`src/cfb_pkg.sv`:
```
package cfb_pkg;

    localparam int BYTE_W      = 8;
    localparam int LEN_W       = 10;
    localparam int WIRE_LEN_W  = 11;
    localparam int CFG_IDX_W   = 2;
    localparam int STEP_W      = 4;
    localparam int QUEUE_DEPTH = 4;

    localparam logic [BYTE_W-1:0] SEQ_TOP   = 8'hFF;
    localparam logic [BYTE_W-1:0] SEQ_FIRST = 8'h01;

    // Request op codes
    localparam logic OP_START = 1'b0;
    localparam logic OP_DATA  = 1'b1;

    // Configuration register indexes
    localparam logic [CFG_IDX_W-1:0] CFG_START_MARKER = 2'd0;
    localparam logic [CFG_IDX_W-1:0] CFG_END_MARKER   = 2'd1;

    // Last step index of each job kind
    localparam logic [STEP_W-1:0] HEAD_LAST_STEP = 4'd11;
    localparam logic [STEP_W-1:0] DATA_LAST_STEP = 4'd0;
    localparam logic [STEP_W-1:0] TAIL_LAST_STEP = 4'd4;

    typedef logic [BYTE_W-1:0] t_byte;

    typedef enum logic [1:0] {
        JOB_HEAD,
        JOB_DATA,
        JOB_TAIL
    } t_job_kind;

    // One unit of work for the back end
    typedef struct packed {
        t_job_kind kind;
        t_byte     len_lo;
        t_byte     len_hi;
        t_byte     dst;
        t_byte     src;
        t_byte     dup;
        t_byte     seq;
        t_byte     op1;
        t_byte     op2;
        t_byte     data;
        t_byte     chk;
    } t_job;

    typedef struct packed {
        logic valid;
        t_job job;
    } t_push;

    function automatic logic length_ok(input logic [LEN_W-1:0] len);
        logic ok;
        case (len) inside
            10'd8, 10'd12, 10'd16, 10'd24, 10'd46, 10'd48,
            10'd62, 10'd64, 10'd512, 10'd640, 10'd1012: ok = 1'b1;
            default: ok = 1'b0;
        endcase
        return ok;
    endfunction

endpackage

```
`src/cfb_in_if.sv`:
```
interface cfb_in_if;
    import cfb_pkg::*;

    logic               valid;
    logic               ready;
    logic               op;
    logic [LEN_W-1:0]   frame_length;
    logic [BYTE_W-1:0]  source_address;
    logic [BYTE_W-1:0]  dest_address;
    logic [BYTE_W-1:0]  duplicate_count;
    logic [BYTE_W-1:0]  opcode_first;
    logic [BYTE_W-1:0]  opcode_second;
    logic [BYTE_W-1:0]  payload_byte;

    modport source (
        output valid, op, frame_length, source_address, dest_address,
               duplicate_count, opcode_first, opcode_second, payload_byte,
        input  ready
    );
    modport sink (
        input  valid, op, frame_length, source_address, dest_address,
               duplicate_count, opcode_first, opcode_second, payload_byte,
        output ready
    );
endinterface

```
`src/cfb_out_if.sv`:
```
interface cfb_out_if;
    import cfb_pkg::*;

    logic              valid;
    logic              ready;
    logic [BYTE_W-1:0] out_byte;
    logic              frame_end;
    logic              run_last;

    modport source (output valid, out_byte, frame_end, run_last, input ready);
    modport sink   (input valid, out_byte, frame_end, run_last, output ready);
endinterface

```
`src/cfb_cfg_if.sv`:
```
interface cfb_cfg_if;
    import cfb_pkg::*;

    logic                 valid;
    logic                 ready;
    logic [CFG_IDX_W-1:0] index;
    logic [BYTE_W-1:0]    data;

    modport source (output valid, index, data, input ready);
    modport sink   (input valid, index, data, output ready);
endinterface

```
`src/command_frame_builder_core.sv`:
```
// Command frame builder.
// i_in takes requests: op START opens a frame (header fields, frame_length),
// op DATA carries one payload byte. A START with an unlisted length, and DATA
// with no open frame, are taken and dropped with no output.
// o_out gives the frame one byte per cycle unless o_out stalls; run_last marks
// the final byte caused by a request and frame_end marks the end marker byte.
// i_cfg writes index 0 (start marker) and index 1 (end marker); always ready.
// Throughput: one request per cycle while the job queue has room. A START
// expands to 12 bytes, a middle DATA to 1 byte, the last DATA to 5 bytes;
// the back end emits one byte per cycle unless o_out stalls, so header runs
// fill the 4-entry queue. With the queue empty, a request's first byte goes
// through its queue entry and then the output register onto o_out.
// When o_out stalls the output register holds and the queue fills; i_in.ready
// drops only with the queue full.
// Reset (synchronous, active low) empties the queue and output register,
// closes any frame, sets the sequence number to 1 and both markers to 0.
module command_frame_builder_core #(
    parameter int QUEUE_DEPTH = cfb_pkg::QUEUE_DEPTH
) (
    input  logic     i_clk,
    input  logic     i_rst_n,
    cfb_in_if.sink   i_in,
    cfb_cfg_if.sink  i_cfg,
    cfb_out_if.source o_out
);
    import cfb_pkg::*;

    logic [BYTE_W-1:0] r_start_marker;
    logic [BYTE_W-1:0] r_end_marker;
    t_push             push;
    t_job              head;
    logic              head_valid;
    logic              full;
    logic              pop;

    assign i_cfg.ready = 1'b1;

    // Hold the marker registers
    always_ff @(posedge i_clk) begin
        if (!i_rst_n) begin
            r_start_marker <= '0;
            r_end_marker   <= '0;
        end else if (i_cfg.valid) begin
            unique case (i_cfg.index)
                CFG_START_MARKER: r_start_marker <= i_cfg.data;
                CFG_END_MARKER:   r_end_marker   <= i_cfg.data;
                default: ;
            endcase
        end
    end

    cfb_front u_front (
        .i_clk   (i_clk),
        .i_rst_n (i_rst_n),
        .i_in    (i_in),
        .i_full  (full),
        .o_push  (push)
    );

    cfb_queue #(
        .DEPTH (QUEUE_DEPTH)
    ) u_queue (
        .i_clk        (i_clk),
        .i_rst_n      (i_rst_n),
        .i_push       (push),
        .i_pop        (pop),
        .o_full       (full),
        .o_head_valid (head_valid),
        .o_head       (head)
    );

    cfb_back u_back (
        .i_clk          (i_clk),
        .i_rst_n        (i_rst_n),
        .i_head_valid   (head_valid),
        .i_head         (head),
        .i_start_marker (r_start_marker),
        .i_end_marker   (r_end_marker),
        .o_pop          (pop),
        .o_out          (o_out)
    );
endmodule

```
`src/cfb_front.sv`:
```
module cfb_front (
    input  logic          i_clk,
    input  logic          i_rst_n,
    cfb_in_if.sink        i_in,
    input  logic          i_full,
    output cfb_pkg::t_push o_push
);
    import cfb_pkg::*;

    logic [BYTE_W-1:0] r_seq, n_seq;
    logic [BYTE_W-1:0] r_xor, n_xor;
    logic [LEN_W-1:0]  r_left, n_left;
    logic              r_open, n_open;
    logic              accept;
    t_push             push;

    assign i_in.ready = !i_full;
    assign accept     = i_in.valid && !i_full;
    assign o_push     = push;

    // Classify the accepted request and build its job
    always_comb begin
        logic [WIRE_LEN_W-1:0] wire_len;
        logic [LEN_W-1:0]      left_dec;
        logic [BYTE_W-1:0]     xor_next;
        wire_len = {1'b0, i_in.frame_length} + WIRE_LEN_W'(4);
        left_dec = r_left - LEN_W'(1);
        xor_next = r_xor ^ i_in.payload_byte;
        n_seq    = r_seq;
        n_xor    = r_xor;
        n_left   = r_left;
        n_open   = r_open;
        push     = '0;
        push.job.len_lo = wire_len[BYTE_W-1:0];
        push.job.len_hi = BYTE_W'(wire_len[WIRE_LEN_W-1:BYTE_W]);
        push.job.dst    = i_in.dest_address;
        push.job.src    = i_in.source_address;
        push.job.dup    = i_in.duplicate_count;
        push.job.seq    = r_seq;
        push.job.op1    = i_in.opcode_first;
        push.job.op2    = i_in.opcode_second;
        push.job.data   = i_in.payload_byte;
        push.job.chk    = xor_next;
        push.job.kind   = JOB_DATA;
        if (accept) begin
            unique case (i_in.op)
                OP_START: begin
                    // Drop starts with an unlisted length
                    if (length_ok(i_in.frame_length)) begin
                        push.valid    = 1'b1;
                        push.job.kind = JOB_HEAD;
                        n_seq  = (r_seq == SEQ_TOP) ? SEQ_FIRST : r_seq + BYTE_W'(1);
                        n_xor  = i_in.duplicate_count ^ r_seq
                               ^ i_in.opcode_first ^ i_in.opcode_second;
                        n_left = i_in.frame_length - LEN_W'(4);
                        n_open = 1'b1;
                    end
                end
                OP_DATA: begin
                    // Drop payload with no open frame
                    if (r_open && r_left != '0) begin
                        push.valid = 1'b1;
                        n_left     = left_dec;
                        if (left_dec == '0) begin
                            push.job.kind = JOB_TAIL;
                            n_xor  = '0;
                            n_open = 1'b0;
                        end else begin
                            n_xor = xor_next;
                        end
                    end
                end
                default: ;
            endcase
        end
    end

    always_ff @(posedge i_clk) begin
        if (!i_rst_n) begin
            r_seq  <= SEQ_FIRST;
            r_xor  <= '0;
            r_left <= '0;
            r_open <= 1'b0;
        end else begin
            r_seq  <= n_seq;
            r_xor  <= n_xor;
            r_left <= n_left;
            r_open <= n_open;
        end
    end
endmodule

```
`src/cfb_queue.sv`:
```
module cfb_queue #(
    parameter int DEPTH = cfb_pkg::QUEUE_DEPTH
) (
    input  logic           i_clk,
    input  logic           i_rst_n,
    input  cfb_pkg::t_push i_push,
    input  logic           i_pop,
    output logic           o_full,
    output logic           o_head_valid,
    output cfb_pkg::t_job  o_head
);
    import cfb_pkg::*;

    localparam int PTR_W = $clog2(DEPTH);
    localparam int CNT_W = $clog2(DEPTH + 1);

    t_job             r_mem [DEPTH];
    logic [PTR_W-1:0] r_wr_ptr, n_wr_ptr;
    logic [PTR_W-1:0] r_rd_ptr, n_rd_ptr;
    logic [CNT_W-1:0] r_count, n_count;
    logic             do_pop;

    assign o_full       = (r_count == CNT_W'(DEPTH));
    assign o_head_valid = (r_count != '0);
    assign o_head       = r_mem[r_rd_ptr];
    assign do_pop       = i_pop && o_head_valid;

    // Advance pointers and count
    always_comb begin
        n_wr_ptr = r_wr_ptr;
        n_rd_ptr = r_rd_ptr;
        n_count  = r_count;
        if (i_push.valid) begin
            n_wr_ptr = (r_wr_ptr == PTR_W'(DEPTH - 1)) ? '0 : r_wr_ptr + PTR_W'(1);
        end
        if (do_pop) begin
            n_rd_ptr = (r_rd_ptr == PTR_W'(DEPTH - 1)) ? '0 : r_rd_ptr + PTR_W'(1);
        end
        if (i_push.valid && !do_pop) begin
            n_count = r_count + CNT_W'(1);
        end else if (!i_push.valid && do_pop) begin
            n_count = r_count - CNT_W'(1);
        end
    end

    always_ff @(posedge i_clk) begin
        if (!i_rst_n) begin
            r_wr_ptr <= '0;
            r_rd_ptr <= '0;
            r_count  <= '0;
        end else begin
            r_wr_ptr <= n_wr_ptr;
            r_rd_ptr <= n_rd_ptr;
            r_count  <= n_count;
        end
    end

    // Store the job
    always_ff @(posedge i_clk) begin
        if (i_push.valid) begin
            r_mem[r_wr_ptr] <= i_push.job;
        end
    end
endmodule

```
`src/cfb_back.sv`:
```
module cfb_back (
    input  logic                  i_clk,
    input  logic                  i_rst_n,
    input  logic                  i_head_valid,
    input  cfb_pkg::t_job         i_head,
    input  logic [cfb_pkg::BYTE_W-1:0] i_start_marker,
    input  logic [cfb_pkg::BYTE_W-1:0] i_end_marker,
    output logic                  o_pop,
    cfb_out_if.source             o_out
);
    import cfb_pkg::*;

    logic              r_out_valid;
    logic [BYTE_W-1:0] r_out_byte, n_out_byte;
    logic              r_frame_end, n_frame_end;
    logic              r_run_last;
    logic [STEP_W-1:0] r_step, n_step;
    logic [STEP_W-1:0] last_step;
    logic              out_free;
    logic              advance;
    logic              step_last;

    assign out_free  = !r_out_valid || o_out.ready;
    assign advance   = i_head_valid && out_free;
    assign step_last = (r_step == last_step);
    assign o_pop     = advance && step_last;

    assign o_out.valid     = r_out_valid;
    assign o_out.out_byte  = r_out_byte;
    assign o_out.frame_end = r_frame_end;
    assign o_out.run_last  = r_run_last;

    // Pick the byte for the current step of the head job
    always_comb begin
        n_out_byte  = '0;
        n_frame_end = 1'b0;
        last_step   = DATA_LAST_STEP;
        unique case (i_head.kind)
            JOB_HEAD: begin
                last_step = HEAD_LAST_STEP;
                case (r_step)
                    4'd0:    n_out_byte = i_start_marker;
                    4'd1:    n_out_byte = i_head.len_lo;
                    4'd2:    n_out_byte = i_head.len_hi;
                    4'd3:    n_out_byte = i_start_marker ^ i_head.len_lo ^ i_head.len_hi;
                    4'd4:    n_out_byte = i_head.dst;
                    4'd5:    n_out_byte = i_head.src;
                    4'd6:    n_out_byte = i_head.dup;
                    4'd7:    n_out_byte = i_head.seq;
                    4'd8:    n_out_byte = i_head.src;
                    4'd9:    n_out_byte = i_head.dst;
                    4'd10:   n_out_byte = i_head.op1;
                    4'd11:   n_out_byte = i_head.op2;
                    default: n_out_byte = '0;
                endcase
            end
            JOB_DATA: begin
                n_out_byte = i_head.data;
            end
            JOB_TAIL: begin
                last_step = TAIL_LAST_STEP;
                case (r_step)
                    4'd0:    n_out_byte = i_head.data;
                    4'd1:    n_out_byte = i_head.chk;
                    4'd4: begin
                        n_out_byte  = i_end_marker;
                        n_frame_end = 1'b1;
                    end
                    default: n_out_byte = '0;
                endcase
            end
            default: ;
        endcase
    end

    // Step within the job, restart on pop
    always_comb begin
        n_step = r_step;
        if (advance) begin
            n_step = step_last ? '0 : r_step + STEP_W'(1);
        end
    end

    always_ff @(posedge i_clk) begin
        if (!i_rst_n) begin
            r_out_valid <= 1'b0;
            r_step      <= '0;
        end else begin
            r_step <= n_step;
            if (out_free) begin
                r_out_valid <= i_head_valid;
            end
        end
    end

    // Load the output register
    always_ff @(posedge i_clk) begin
        if (advance) begin
            r_out_byte  <= n_out_byte;
            r_frame_end <= n_frame_end;
            r_run_last  <= step_last;
        end
    end
endmodule

```
`src/flat_wrapper.sv`:
```
// flat-port wrapper written by rule: the top's interface ports become plain ports
module command_frame_builder_core_flat import cfb_pkg::*;
#(
    parameter int QUEUE_DEPTH = cfb_pkg::QUEUE_DEPTH
)
  (i_clk, i_rst_n, i_in_valid, i_in_op, i_in_frame_length, i_in_source_address, i_in_dest_address, i_in_duplicate_count, i_in_opcode_first, i_in_opcode_second, i_in_payload_byte, i_in_ready, i_cfg_valid, i_cfg_index, i_cfg_data, i_cfg_ready, o_out_valid, o_out_out_byte, o_out_frame_end, o_out_run_last, o_out_ready);
  cfb_in_if i_in_i ();
  cfb_cfg_if i_cfg_i ();
  cfb_out_if o_out_i ();
  input  logic i_clk;
  input  logic i_rst_n;
  input wire logic [$bits(i_in_i.valid)-1:0] i_in_valid;
  input wire logic [$bits(i_in_i.op)-1:0] i_in_op;
  input wire logic [$bits(i_in_i.frame_length)-1:0] i_in_frame_length;
  input wire logic [$bits(i_in_i.source_address)-1:0] i_in_source_address;
  input wire logic [$bits(i_in_i.dest_address)-1:0] i_in_dest_address;
  input wire logic [$bits(i_in_i.duplicate_count)-1:0] i_in_duplicate_count;
  input wire logic [$bits(i_in_i.opcode_first)-1:0] i_in_opcode_first;
  input wire logic [$bits(i_in_i.opcode_second)-1:0] i_in_opcode_second;
  input wire logic [$bits(i_in_i.payload_byte)-1:0] i_in_payload_byte;
  output wire logic [$bits(i_in_i.ready)-1:0] i_in_ready;
  input wire logic [$bits(i_cfg_i.valid)-1:0] i_cfg_valid;
  input wire logic [$bits(i_cfg_i.index)-1:0] i_cfg_index;
  input wire logic [$bits(i_cfg_i.data)-1:0] i_cfg_data;
  output wire logic [$bits(i_cfg_i.ready)-1:0] i_cfg_ready;
  output wire logic [$bits(o_out_i.valid)-1:0] o_out_valid;
  output wire logic [$bits(o_out_i.out_byte)-1:0] o_out_out_byte;
  output wire logic [$bits(o_out_i.frame_end)-1:0] o_out_frame_end;
  output wire logic [$bits(o_out_i.run_last)-1:0] o_out_run_last;
  input wire logic [$bits(o_out_i.ready)-1:0] o_out_ready;
  assign i_in_i.valid = i_in_valid;
  assign i_in_i.op = i_in_op;
  assign i_in_i.frame_length = i_in_frame_length;
  assign i_in_i.source_address = i_in_source_address;
  assign i_in_i.dest_address = i_in_dest_address;
  assign i_in_i.duplicate_count = i_in_duplicate_count;
  assign i_in_i.opcode_first = i_in_opcode_first;
  assign i_in_i.opcode_second = i_in_opcode_second;
  assign i_in_i.payload_byte = i_in_payload_byte;
  assign i_in_ready = i_in_i.ready;
  assign i_cfg_i.valid = i_cfg_valid;
  assign i_cfg_i.index = i_cfg_index;
  assign i_cfg_i.data = i_cfg_data;
  assign i_cfg_ready = i_cfg_i.ready;
  assign o_out_valid = o_out_i.valid;
  assign o_out_out_byte = o_out_i.out_byte;
  assign o_out_frame_end = o_out_i.frame_end;
  assign o_out_run_last = o_out_i.run_last;
  assign o_out_i.ready = o_out_ready;
  command_frame_builder_core #(.QUEUE_DEPTH(QUEUE_DEPTH)) u_core (.i_clk(i_clk), .i_rst_n(i_rst_n), .i_in(i_in_i), .i_cfg(i_cfg_i), .o_out(o_out_i));
endmodule
```
`config.mk`:
```
export PLATFORM = sky130hd
export DESIGN_NAME = command_frame_builder_core_flat
export DESIGN_NICKNAME = d
export VERILOG_FILES = /design/src/cfb_pkg.sv /design/src/cfb_in_if.sv /design/src/cfb_out_if.sv /design/src/cfb_cfg_if.sv /design/src/command_frame_builder_core.sv /design/src/cfb_front.sv /design/src/cfb_queue.sv /design/src/cfb_back.sv /design/src/flat_wrapper.sv
export SDC_FILE = /design/constraint.sdc
export NUM_CORES = 1
export LEC_CHECK = 0
export BUFFER_PORTS_ARGS = -buffer_cell sky130_fd_sc_hd__buf_4
export CAP_MARGIN = 40
export CORE_MARGIN = 5
export CORE_UTILIZATION = 52
export CTS_CLUSTER_DIAMETER = 60
export DETAILED_ROUTE_END_ITERATION = 10
export GPL_TIMING_DRIVEN = 0
export PLACE_DENSITY = 0.74
export SYNTH_ARGS = -nofsm -noshare
export SYNTH_HDL_FRONTEND = slang
export SYNTH_SLANG_ARGS = --single-unit
```
`constraint.sdc`:
```
create_clock -name i_clk -period 17.9 [get_ports i_clk]
set_clock_uncertainty 0.2 [all_clocks]
set_input_delay 1.79 -clock i_clk [delete_from_list [all_inputs] [get_ports i_clk]]
set_output_delay 1.79 -clock i_clk [all_outputs]
set_load 0.02 [all_outputs]
```
==> flow_metrics.tcl, run 1 <==
set metrics [dict create \
    synth_nets 1099 \
    drv_slew 0 \
    die_h_um 186 \
    start_util 0.528 \
    synth_edf_count 318 \
    max-slew-margin-rel 0.400 \
    critPathLaunchType "input pin" \
    grtUsageTotal 0.229 \
    drt_first_pass_iters 6 \
    numCtsBuffers 38 \
    syn_area_um2 16100 \
    syn_inst 1006 \
    grt_max_degree 25 \
    end_kind "flop" \
    r2r_start "u_core.u_front.r_left[0]" \
    crit_path_frequent_cell "buf_12" \
    power_density_nw_per_um2 93.4 \
    grt_setup_unrepaired "false" \
    min_period_ns 4.99 \
    stdcell_count 1569 \
    vias_per_cell 6.21 \
    globalRouteOverflowTotal 0 \
    diodes 0 \
    final_util 0.615 \
    timing.setup.tns_ns 0 \
    ctsResizeCount 0 \
    hp-start "u_core.u_front.r_open" \
    cts_buffer_depth 3 \
    synth.distinct_cells 78 \
    ant_nets 0 \
    path_max_fanout 22 \
    whs_ns 0.277 \
    core_area_um2 30600 \
    port_buffers 80 \
    ys_seq_elements 375 \
    outcome "complete, no violations" \
    via_count 9737 \
    rrSetupSlack_ns 13.80 \
    final-setup-viol-count 0 \
    worstHoldEndpoint "u_core.u_front.r_open" \
    cts_setup_buffers 0 \
    final_common_cell "edfxtp_1" \
    rr_worst_depth 16 \
    ctsHoldBuffers 0 \
    placedCellCount 1500 \
    design.portCount 87 \
    p_leak_nw 6.35 \
    yosys_warnings 0 \
    arrival_ns 5.00 \
    seq_area_frac_synth 0.662 \
    totalWireLength_um 39300 \
    required_ns 17.91 \
    htreeDepth 2 \
    fin_nets 1237 \
    place.gp.congestion 0.847 \
    placement_rows 64 \
    worst_path_largest_cell_delay_ns 0.64 \
    die-area_um2 34700 \
    final_cell_mix "318 x edfxtp_1, 81 x buf_4, 75 x mux4_2, 57 x dfxtp_1, 54 x nor2_1" \
    grt_pass1_wl_um 59300 \
    nFillCells 2237 \
    synthToLayoutAreaGrowth_pct 16.6 \
    drv_cap 0 \
    hold_depth 2 \
    peakVddDrop_uv 52.3 \
    seqCellArea_um2 10700 \
    criticalPathCategory "in -> reg" \
    hold_viol 0 \
    multi_input_area_um2 5160 \
    final_layout_size_suffix_gt1_frac 0.233 \
    clockRootBuffer "clkbuf_16" \
    tightest_slew_ns 0.895 \
    r2r-end "u_core.u_queue.r_count[2]" \
    antenna_found_initial 1 \
    syn_avg_cell_area_um2 16.0 \
    clkLatencyLatePin_ns 0.52 \
    worst_path_max_delay_cell "a311oi_4" \
    tritoncts "done" \
    hp-class "reg -> reg" \
    ys.flop_type "edfxtp_1" \
    die_x_um 186 \
    crit_chain "buf_4 > inv_1 > ha_1 > nor2b_1 > o21ai_0 > a311oi_4 > nor3_4 > buf_6 > nor2b_4 > buf_16 > buf_12 > buf_12" \
    async_flop_share 0 \
    numClockSinks 375 \
    max_freq_mhz 200 \
    grt_pass1_vias 9727 \
    drt_iter0_drc 1069 \
    wl_per_cell_um 25.1 \
    clk_pin_slew_ns 0.06 \
    finalCritPeriodShare 0.279 \
    hpwl_um 27000 \
    drc 0 \
]
-- power breakdown --
group,switching (mW),total (mW),internal [mW]
clock network,0.318,0.751,0.433
logic,0.0356,0.0584,0.0228
registers,0.00152,0.948,0.946
-- layout make-up --
type	instances	area share
clock inverters	23	0.00911
clock buffers	46	0.0538
flip-flops and latches	375	0.568
inverters	21	0.00419
well taps	396	0.0263
plain buffers	55	0.0133
multi-input cells	555	0.274
repair buffers	98	0.0511
-- worst max-delay path by stage --
stage,startpoint,end
finish,i_in_frame_length[2],u_core.u_queue.r_mem[3][50]
global route,i_in_frame_length[2],u_core.u_queue.r_mem[3][50]
CTS,i_in_frame_length[2],u_core.u_queue.r_mem[3][50]
detailed placement,i_in_frame_length[2],u_core.u_queue.r_mem[3][60]
global placement,i_in_frame_length[2],u_core.u_queue.r_mem[0][52]
floorplan,i_in_frame_length[2],u_core.u_queue.r_mem[0][0]
-- worst max-delay path: cells and delay by family --
kind,cells,cell delay (ns)
buf+inv,6,1.29
simple gates,3,0.89
compound gates,2,0.80
fa+ha+maj,1,0.20
-- through the flow --
step | total power [mW] | cell area [um2] | worst slack [ns]
after global routing | 1.81 | 18800 | 12.77
final | 1.76 | 18800 | 12.91
after global placement | 1.02 | 17200 | 7.21
after floorplan | 0.991 | 16100 | 10.62
after detailed placement | 1.02 | 17600 | 12.39
after CTS | 1.77 | 18800 | 12.92
-- logic make-up after synthesis --
kind of cell    synth area share
other cells             0.000232
xor+xnor                  0.0369
simple gates              0.0643
fa+ha+maj                 0.0152
buf+inv                   0.0204
mux                        0.124
compound gates            0.0763
flops                      0.662
-- synthesized netlist by cell type (all sizes together) (5+ instances only) --
cell / n / area [um2]
clkbuf: 31 / 116
a221oi: 5 / 43.8
mux2: 6 / 67.6
buf: 24 / 134
mux4: 75 / 1690
xnor2: 34 / 298
a22oi: 24 / 180
nor2: 54 / 203
and2: 5 / 31.3
a211o: 12 / 105
a21oi: 36 / 180
dfxtp: 57 / 1140
nor3b: 12 / 90.1
nand2: 29 / 109
nor4: 5 / 52.6
nor3: 12 / 76.3
o2111ai: 5 / 43.8
and4: 5 / 43.8
a32oi: 5 / 43.8
a211oi: 13 / 103
nand3: 15 / 75.1
o21ai: 39 / 199
or3: 5 / 36.3
mux2i: 25 / 250
edfxtp: 318 / 9550
nor2b: 12 / 75.1
or4: 6 / 48.8
inv: 19 / 71.3
ha: 18 / 225
xor2: 34 / 298
-- registers in the layout, indices dropped and copies added, names as in the netlist, 2 cells and up, named ones only --
| signal | count |
|---|---|
| u_core.r_end_marker | 8 |
| u_core.u_queue.r_mem | 308 |
| u_core.u_front.r_xor | 8 |
| u_core.u_back.o_out.out_byte | 8 |
| u_core.u_front.r_left | 10 |
| u_core.u_queue.r_count | 3 |
| u_core.u_queue.r_rd_ptr | 2 |
| u_core.u_front.r_seq | 8 |
| u_core.u_queue.r_wr_ptr | 2 |
| u_core.r_start_marker | 8 |
| u_core.u_back.r_step | 4 |
-- layer usage --
metal  vias up  track usage  routed length (um)
li1       4267            -                   -
met1      4941        0.321               15700
met2       450        0.377               19200
met3        77       0.0395                3390
met4         2       0.0595                1020
met5         -            0                  13
Power figures use the tool's default switching activity.
==> inputs of run 2 (changes only) <==
ABC_AREA = 1   (was unset)
PLACE_DENSITY = 0.76   (was 0.74)
clock period = 4.1 ns   (was 17.9 ns; I/O delays follow)
==> run 2 against run 1 <==
  * Flip-flop and latch count unchanged
  * Clock power grew to 4.8 times the previous value
  * Count of clock-buffer cells in the layout grew 3
  * Synthesized cell count rose by 56%
  * Setup slack got worse by 12 ns
  * Sequential share of layout area decreased by 3.2 points
==> flow_metrics.tcl, run 2 <==
set metrics [dict create \
    outcome "complete, no violations" \
    drv_cap 0 \
    ys.flop_type "edfxtp_1" \
    ys_top_cells_by_area "edfxtp_1 58%, dfxtp_1 6.9%, nand2_1 6.9%" \
    design.portCount 87 \
    clockRootBuffer "clkbuf_16" \
    grt_pass1_wl_um 72300 \
    crit_chain "inv_1 > ha_1 > nand3_1 > nor2_1 > nand2_1 > nand4_1 > clkbuf_1 > a21boi_4 > buf_16 > buf_16 > buf_16" \
    ant_nets 0 \
    die_x_um 188 \
    cts_setup_buffers 0 \
    core_area_um2 31500 \
    synth.distinct_cells 44 \
    critPathBufInv 5 \
    end_kind "flop" \
    vias_per_cell 5.91 \
    drt_first_pass_iters 6 \
    final_cell_mix "318 x edfxtp_1, 303 x nand2_1, 207 x nor2_1, 148 x o21ai_0, 134 x nand3_1" \
    critPathLaunchType "flop" \
    power_frac_clock 0.447 \
    yosys.cell_count.top_type "edfxtp_1" \
    synth_edf_count 318 \
    syn_inst 1570 \
    seq_power_share 0.514 \
    max_freq_mhz 287 \
    final_layout_size_suffix_gt1_frac 0.127 \
    numCtsBuffers 39 \
    tightest_slew_ns 0.809 \
    intPower_mw 6.44 \
    top_regs "u_core.u_queue.r_mem x308, u_core.u_front.r_left x10" \
    largest_reg_flops 308 \
    grtUsageTotal 0.265 \
    grt_max_degree 24 \
    hold_viol 0 \
    criticalPathCategory "reg -> reg" \
    stdcell_count 2194 \
    synthToLayoutAreaGrowth_pct 20.8 \
    seq_area_frac_synth 0.648 \
    worst_path_largest_cell_delay_ns 0.71 \
    arrival_ns 3.51 \
    max_flop_register "u_core.u_queue.r_mem" \
    final-setup-viol-count 0 \
    port_buffers 81 \
    wl_per_cell_um 21.8 \
    start_util 0.524 \
    hp-class "in -> reg" \
    hpwl_um 32600 \
    totalWireLength_um 47700 \
    comb_power_share 0.040 \
    p_sw_frac 0.202 \
    die_h_um 188 \
    drt_iter0_drc 1561 \
    via_count 13000 \
    cts_buffer_depth 3 \
    max-slew-margin-rel 0.459 \
    worst_path_max_delay_cell "a21boi_4" \
    path_max_fanout 17 \
    cp.depth 11 \
    numClockSinks 375 \
    htreeDepth 2 \
    hold_depth 4 \
    synth_common_cells "318 x edfxtp_1, 303 x nand2_1, 207 x nor2_1, 148 x o21ai_0, 134 x nand3_1" \
    clk_pin_slew_ns 0.06 \
    finalCritPeriodShare 0.851 \
    yosysTopAreaCell "edfxtp_1" \
    final_common_cell "edfxtp_1" \
    drv_slew 0 \
    rrSetupSlack_ns 0.61 \
    diodes 0 \
    syn_avg_cell_area_um2 10.5 \
    crit_path_frequent_cell "buf_16" \
    grt_setup_unrepaired "false" \
    switchingPower_mw 1.63 \
    placedCellCount 2069 \
    globalRouteOverflowTotal 0 \
    nFillCells 2341 \
    rr_worst_depth 11 \
    whs_ns 0.0616 \
    ctsHoldBuffers 58 \
    syn_area_um2 16500 \
    yosys_warnings 0 \
    antenna_found_initial 0 \
    die-area_um2 35400 \
    p_leak_nw 7.54 \
    placement_rows 65 \
    tritoncts "done" \
    synth_top_cell_area_share 0.579 \
    async_flop_share 0 \
    crit_family "buffers and inverters" \
    synth_nets 1663 \
    drc 0 \
    peakVddDrop_uv 235 \
    fin_nets 1859 \
    power_density_nw_per_um2 405 \
    ctsResizeCount 0 \
    place.gp.congestion 0.970 \
    grt_pass1_vias 12800 \
    required_ns 4.13 \
    min_period_ns 3.49 \
    clkLatencyLatePin_ns 0.53 \
    ys_seq_elements 375 \
]
[run 2: cell types whose count changed after synthesis, moves of 22 or more]
cell	change
xnor2_1	-22
nand2_1	+274
o21ai_0	+117
a22oi_1	-24
mux2i_1	-25
nand3_1	+119
inv_1	+64
mux4_2	-75
o22ai_1	+33
nor2_1	+153
a21oi_1	+27
[run 2: cell type report]
class	instances	area, um2	share of cell area
Sequential cell	375	10700	0.536
Multi-Input combinational cell	1036	5140	0.258
Timing Repair Buffer	155	1580	0.0790
Clock buffer	49	1030	0.0519
Tap cell	402	503	0.0252
Buffer	70	385	0.0193
Inverter	89	334	0.0168
Clock inverter	18	265	0.0133
[run 2: cells by family (layout without fill, tap and decap cells)]
kind of cell / Yosys count / in the layout / share of synthesized area
and+or+nand+nor: 682 / 682 / 0.172
DFF: 375 / 375 / 0.648
AOI/OAI and AO/OA: 285 / 285 / 0.0952
buffers and inverters: 159 / 381 / 0.0436
xor gates and xnor gates: 49 / 49 / 0.0260
adders and majority gates: 19 / 19 / 0.0149
other: 1 / 1 / 0.000227
[run 2: power groups by stage]
stage | Combinational [mW] | Clock [mW] | Sequential (mW)
after CTS | 0.315 | 3.61 | 4.15
after detailed placement | 0.267 | 0 | 4.23
final | 0.320 | 3.61 | 4.15
after floorplan | 0.118 | 0 | 4.23
after global routing | 0.345 | 3.79 | 4.15
after global placement | 0.259 | 0 | 4.23
[run 2: per-stage QoR]
stage | utilization | area (um2) | power [mW] | setup WS, ns | TNS, ns
4_1_cts | 0.633 | 19900 | 8.08 | 0.638 | 0
3_3_place_gp | 0.560 | 17600 | 4.49 | -2.40 | -720.08
5_1_grt | 0.633 | 19900 | 8.28 | 0.459 | 0
6_report | 0.633 | 19900 | 8.07 | 0.613 | 0
3_5_place_dp | 0.573 | 18000 | 4.50 | 0.437 | 0
2_1_floorplan | - | 16500 | 4.35 | -0.291 | -89.75
[run 2: tightest hold or removal path, delay by kind of cell]
family	cells	cell delay, ns
AND/OR/NAND/NOR	1	0.05
buffers and inverters	2	0.13
AO/OA/AOI/OAI	1	0.16
[run 2: routing by layer]
| layer | share of wire | vias up | global-route usage |
|---|---|---|---|
| li1 | - | 5840 | - |
| met2 | 0.48 | 793 | 0.444 |
| met1 | 0.37 | 6191 | 0.342 |
| met5 | 0 | - | 0 |
| met3 | 0.11 | 136 | 0.0454 |
| met4 | 0.042 | 0 | 0.112 |
[run 2: path summary, 6_finish.rpt]
path	startpoint	to
worst max register to register	u_core.u_front.r_left[0]	u_core.u_queue.r_mem[2][51]
worst max-delay path	u_core.u_front.r_left[0]	u_core.u_queue.r_mem[2][51]
worst min register to register	u_core.u_front.r_open	u_core.u_front.r_open
worst min-delay path	o_out_ready	u_core.u_back.o_out.valid
